--- src/rtl/krs_pkg.sv ---
// Package for the k-resource interval scheduler: sizes, controller states and
// the command and status structs between controller and datapath. No dependencies.
`default_nettype none
package krs_pkg;

    localparam int MAX_INTERVALS = 1024;
    localparam int MAX_RESOURCES = 16;
    localparam int AW            = $clog2(MAX_INTERVALS);
    localparam int CW            = 11;
    localparam int LW            = $clog2(MAX_RESOURCES);
    localparam int KW            = 5;
    localparam int TW            = 32;

    typedef enum logic [3:0] {
        S_IDLE,
        S_SORT_CHK,
        S_KEY_RD,
        S_KEY_LD,
        S_PREV_RD,
        S_CMP,
        S_PLACE,
        S_GR_INIT,
        S_GR_CHK,
        S_GR_RD,
        S_GR_FREE,
        S_GR_DEC,
        S_GR_SCAN,
        S_GR_REPL,
        S_DONE
    } t_state;

    typedef struct packed {
        logic load;
        logic sort_init;
        logic key_rd;
        logic key_ld;
        logic prev_rd;
        logic shift;
        logic place;
        logic gr_init;
        logic gr_rd;
        logic gr_free;
        logic insert;
        logic scan_init;
        logic scan_step;
        logic replace;
        logic emit;
    } t_cmd;

    typedef struct packed {
        logic i_done;
        logic j_zero;
        logic prev_gt;
        logic lt_k;
        logic scan_last;
        logic out_busy;
    } t_status;

endpackage
`default_nettype wire

--- src/rtl/krs_ctrl.sv ---
// Controller: sequences load, insertion sort and the greedy pass.
// Depends on krs_pkg.
`default_nettype none
module krs_ctrl import krs_pkg::*; (
    input  wire logic    i_clk,
    input  wire logic    i_rst_n,
    input  wire logic    i_in_valid,
    input  wire logic    i_in_last,
    input  wire t_status i_status,
    output logic         o_in_ready,
    output t_cmd         o_cmd
);
    t_state r_state, n_state;

    always_ff @(posedge i_clk) begin
        if (!i_rst_n) begin
            r_state <= S_IDLE;
        end else begin
            r_state <= n_state;
        end
    end

    always_comb begin
        n_state    = r_state;
        o_cmd      = '0;
        o_in_ready = 1'b0;
        unique case (r_state)
            S_IDLE: begin
                o_in_ready = 1'b1;
                if (i_in_valid) begin
                    o_cmd.load = 1'b1;
                    if (i_in_last) begin
                        o_cmd.sort_init = 1'b1;
                        n_state         = S_SORT_CHK;
                    end
                end
            end
            S_SORT_CHK: n_state = i_status.i_done ? S_GR_INIT : S_KEY_RD;
            S_KEY_RD: begin
                o_cmd.key_rd = 1'b1;
                n_state      = S_KEY_LD;
            end
            S_KEY_LD: begin
                o_cmd.key_ld = 1'b1;
                n_state      = S_PREV_RD;
            end
            S_PREV_RD: begin
                if (i_status.j_zero) begin
                    n_state = S_PLACE;
                end else begin
                    o_cmd.prev_rd = 1'b1;
                    n_state       = S_CMP;
                end
            end
            S_CMP: begin
                if (i_status.prev_gt) begin
                    o_cmd.shift = 1'b1;
                    n_state     = S_PREV_RD;
                end else begin
                    n_state = S_PLACE;
                end
            end
            S_PLACE: begin
                o_cmd.place = 1'b1;
                n_state     = S_SORT_CHK;
            end
            S_GR_INIT: begin
                o_cmd.gr_init = 1'b1;
                n_state       = S_GR_CHK;
            end
            S_GR_CHK: n_state = i_status.i_done ? S_DONE : S_GR_RD;
            S_GR_RD: begin
                o_cmd.gr_rd = 1'b1;
                n_state     = S_GR_FREE;
            end
            S_GR_FREE: begin
                o_cmd.gr_free = 1'b1;
                n_state       = S_GR_DEC;
            end
            S_GR_DEC: begin
                if (i_status.lt_k) begin
                    o_cmd.insert = 1'b1;
                    n_state      = S_GR_CHK;
                end else begin
                    o_cmd.scan_init = 1'b1;
                    n_state         = S_GR_SCAN;
                end
            end
            S_GR_SCAN: begin
                o_cmd.scan_step = 1'b1;
                if (i_status.scan_last) begin
                    n_state = S_GR_REPL;
                end
            end
            S_GR_REPL: begin
                o_cmd.replace = 1'b1;
                n_state       = S_GR_CHK;
            end
            S_DONE: begin
                if (!i_status.out_busy) begin
                    o_cmd.emit = 1'b1;
                    n_state    = S_IDLE;
                end
            end
            default: n_state = S_IDLE;
        endcase
    end
endmodule
`default_nettype wire

--- config.mk ---
export PLATFORM = sky130hd
export DESIGN_NAME = krs_ctrl
export DESIGN_NICKNAME = d
export VERILOG_FILES = /design/src/rtl/krs_pkg.sv /design/src/rtl/krs_ctrl.sv
export SDC_FILE = /design/constraint.sdc
export NUM_CORES = 1
export LEC_CHECK = 0
export BUFFER_PORTS_ARGS = -buffer_cell sky130_fd_sc_hd__buf_2
export CAP_MARGIN = 10
export CORE_AREA = 2 2 39 41
export CTS_CLUSTER_DIAMETER = 120
export DETAILED_ROUTE_END_ITERATION = 16
export DIE_AREA = 0 0 41 43
export PLACE_DENSITY = 0.74
export SLEW_MARGIN = 20
export SYNTH_ARGS = -nofsm -noshare
export SYNTH_HDL_FRONTEND = slang
export SYNTH_SLANG_ARGS = --single-unit
--- constraint.sdc ---
create_clock -name i_clk -period 1.4 [get_ports i_clk]
set_clock_uncertainty 0.2 [all_clocks]
set_input_delay 0 -clock i_clk [delete_from_list [all_inputs] [get_ports i_clk]]
set_output_delay 0 -clock i_clk [all_outputs]
set_load 0.005 [all_outputs]
==> impl_metrics.json <==
{
  "tightest_slew_ps": 286,
  "cp.arrival_ps": 1290,
  "yosysTopAreaCellShare_pct": 17.4,
  "gp_congestion": 0.821,
  "holdWs_ps": -22.5,
  "layout_commonest_cell": "buf_2",
  "fmax_mhz": 672,
  "hpwl_um": 1080,
  "finalInstanceArea_um2": 1040,
  "netlist_instances": 69,
  "regMostFlops": "r_state",
  "grt_use_met3_pct": 4.71,
  "finalCritPeriodShare_pct": 106,
  "synthTopCellsByArea": "dfxtp_1 (17%), nor3_1 (8.7%), nor2_1 (7.4%), nand2_1 (5.7%), a21oi_1 (5.4%)",
  "max_cap_viol_count": 0,
  "worst_setup_path_end_kind": "output port",
  "violations": "negative hold slack, negative setup slack",
  "grt_max_degree": 9,
  "dieArea_um2": 1760,
  "nNetsFinal": 134,
  "crit_path_cell_trace": "nor4_4 > buf_4 > and3_4 > buf_6",
  "drt_first_iter_violations": 4,
  "finalSetupViolations": 9,
  "p_per_area_nw_per_um2": 1010,
  "core_um2": 1380,
  "hold_viol_final": 2,
  "grt_usage_pct": 23.4,
  "final_cell_mix": "buf_2 (23), buf_6 (16), buf_4 (13), nand2_1 (6), nor2_1 (5)",
  "critical-path-max-stage-delay_ps": 360,
  "slew-limit-headroom_pct": 80.8,
  "rsz0062_at_grt": "yes",
  "fin_cells": 138,
  "ys_types": 29,
  "die_y_um": 43,
  "dp_slack_ps": -56.2,
  "postPlaceCellArea_um2": 664,
  "path_max_fanout": 5,
  "grt_pass1_wl_um": 2820,
  "ios": 26,
  "syn-mean-instance-area_um2": 6.65,
  "period_needed_ps": 1490,
  "worst_slack_ps": -87.2,
  "seq_area_frac_synth_pct": 17.4,
  "area_growth_pct": 126,
  "grt_pass1_vias": 715,
  "grt_antenna_before_repair": 0,
  "cts_tree": "done",
  "crit_type": "reg -> out",
  "path_clk_slew_ps": 40,
  "p_leak_nw": 0.509,
  "wire_per_inst_um": 16.3,
  "clockBufferDepth": 2,
  "postLayoutCoreUtil_pct": 75.0,
  "grt-ovfl-total": 0,
  "io_buffers": 25,
  "clockRootBuffer": "clkbuf_4",
  "placed_cells": 119,
  "yosys.area.top_type": "dfxtp_1",
  "yosys_register_bits": 4,
  "syn_nets": 79,
  "dr.pass1.iters": 4,
  "cp_slowest_cell": "dfxtp_4",
  "fin_setup_tns_ps": -308,
  "cts.sinks": 4,
  "n_antenna_cell": 0,
  "avgViaCountPerCell": 5.41,
  "wl_um": 2250,
  "insertion_delay_ps": 230,
  "use_met2_pct": 39.4,
  "largest_reg_flops": 4,
  "yosys_warnings": 0,
  "initial_core_util_pct": 33.2,
  "hp-class": "in -> reg",
  "die_w_um": 41,
  "cts_made_buffers": 3,
  "crit_required_ps": 1200,
  "status": "finished, violations left",
  "slew_violations": 0,
  "reg_top3": "r_state: 4 flops",
  "syn-cell-area_um2": 459,
  "htreeDepth": 1,
  "grt-busiest-layer": "met2",
  "drive_gt1_share_pct": 68.9,
  "ir_worst_vdd_mv": 0.599,
  "start_kind": "flop",
  "num_rows": 14,
  "drc_errors": 0,
  "route.antenna.remaining_nets": 0,
  "met1_usage_pct": 23.5,
  "dr_total_vias": 747
}
==> cell families (layout without fill, tap and decap cells) <==
logic type	Yosys count	after routing	share of synthesized area [%]
compound gates	14	14	20.2
buf+inv	9	62	13.1
flops	4	4	17.4
simple gates	42	42	49.3
==> per-layer routing <==
metal	part of all wire, %	wire, um
met3	5.1	115
met5	0	0
met2	58	1300
met4	2.2	49
met1	35	781
==> final cells by class <==
type / instances / area, um2
Multi-Input combinational cell: 56 / 458
Timing Repair Buffer: 55 / 423
Fill cell: 97 / 345
Sequential cell: 4 / 95.1
Clock buffer: 3 / 22.5
Tap cell: 16 / 20.0
Inverter: 4 / 20.0
==> worst max-delay path: cells and delay by family (launching register included) <==
kind                   cells  cell delay [ps]
buffers and inverters      2              240
DFF                        1              360
and+or+nand+nor            2              450
==> Yosys cell counts <==
cell and n:
nor2_1 9, nor3_1 8, nand2_1 7, a21oi_1 5
dfxtp_1 4, nand2b_1 4, buf_4 3, inv_1 3
o21ai_1 3, buf_6 2, nand2_2 2, nand3_1 2
a2111oi_2 1, a21boi_1 1, a2bb2oi_1 1, and2_1 1
and2b_1 1, and3_1 1, and3b_1 1, inv_2 1
nand3b_1 1, nor2b_1 1, nor3_2 1, nor3b_1 1
nor4_1 1, nor4_2 1, o21a_1 1, o21ai_0 1
o31a_1 1
==> per-stage QoR <==
step	power (mW)	hold slack, ps
finish	1.05	-22.5
detailed placement	0.560	45.3
global placement	0.550	40.9
global route	1.11	9.20
floorplan	0.424	-166
CTS	0.876	-31.9
==> what timing repair did <==
action                                  in CTS  in global routing
setup buffers                               12                  2
gates resized for setup                     20                 34
endpoints found under the hold margin        4                  0
hold buffers                                 3                  0
pin swaps                                    4                 10
endpoints found under the setup margin      19                 18
==> power by group <==
group / leakage (nW) / switching [mW] / internal, mW
Clock: 0.0138 / 0.0439 / 0.0956
Sequential: 0.0356 / 0.0466 / 0.144
Combinational: 0.460 / 0.323 / 0.401
==> worst paths after layout <==
path / startpoint / end / slack [ps] / depth (start not counted)
max: r_state[2] / o_cmd[13] / -90 / 4
min: i_in_valid / r_state[3] / -20 / 5
max reg2reg: r_state[0] / r_state[0] / -20 / 5
min reg2reg: r_state[2] / r_state[3] / 430 / 2
No activity file was read; power rests on OpenSTA's default activity.
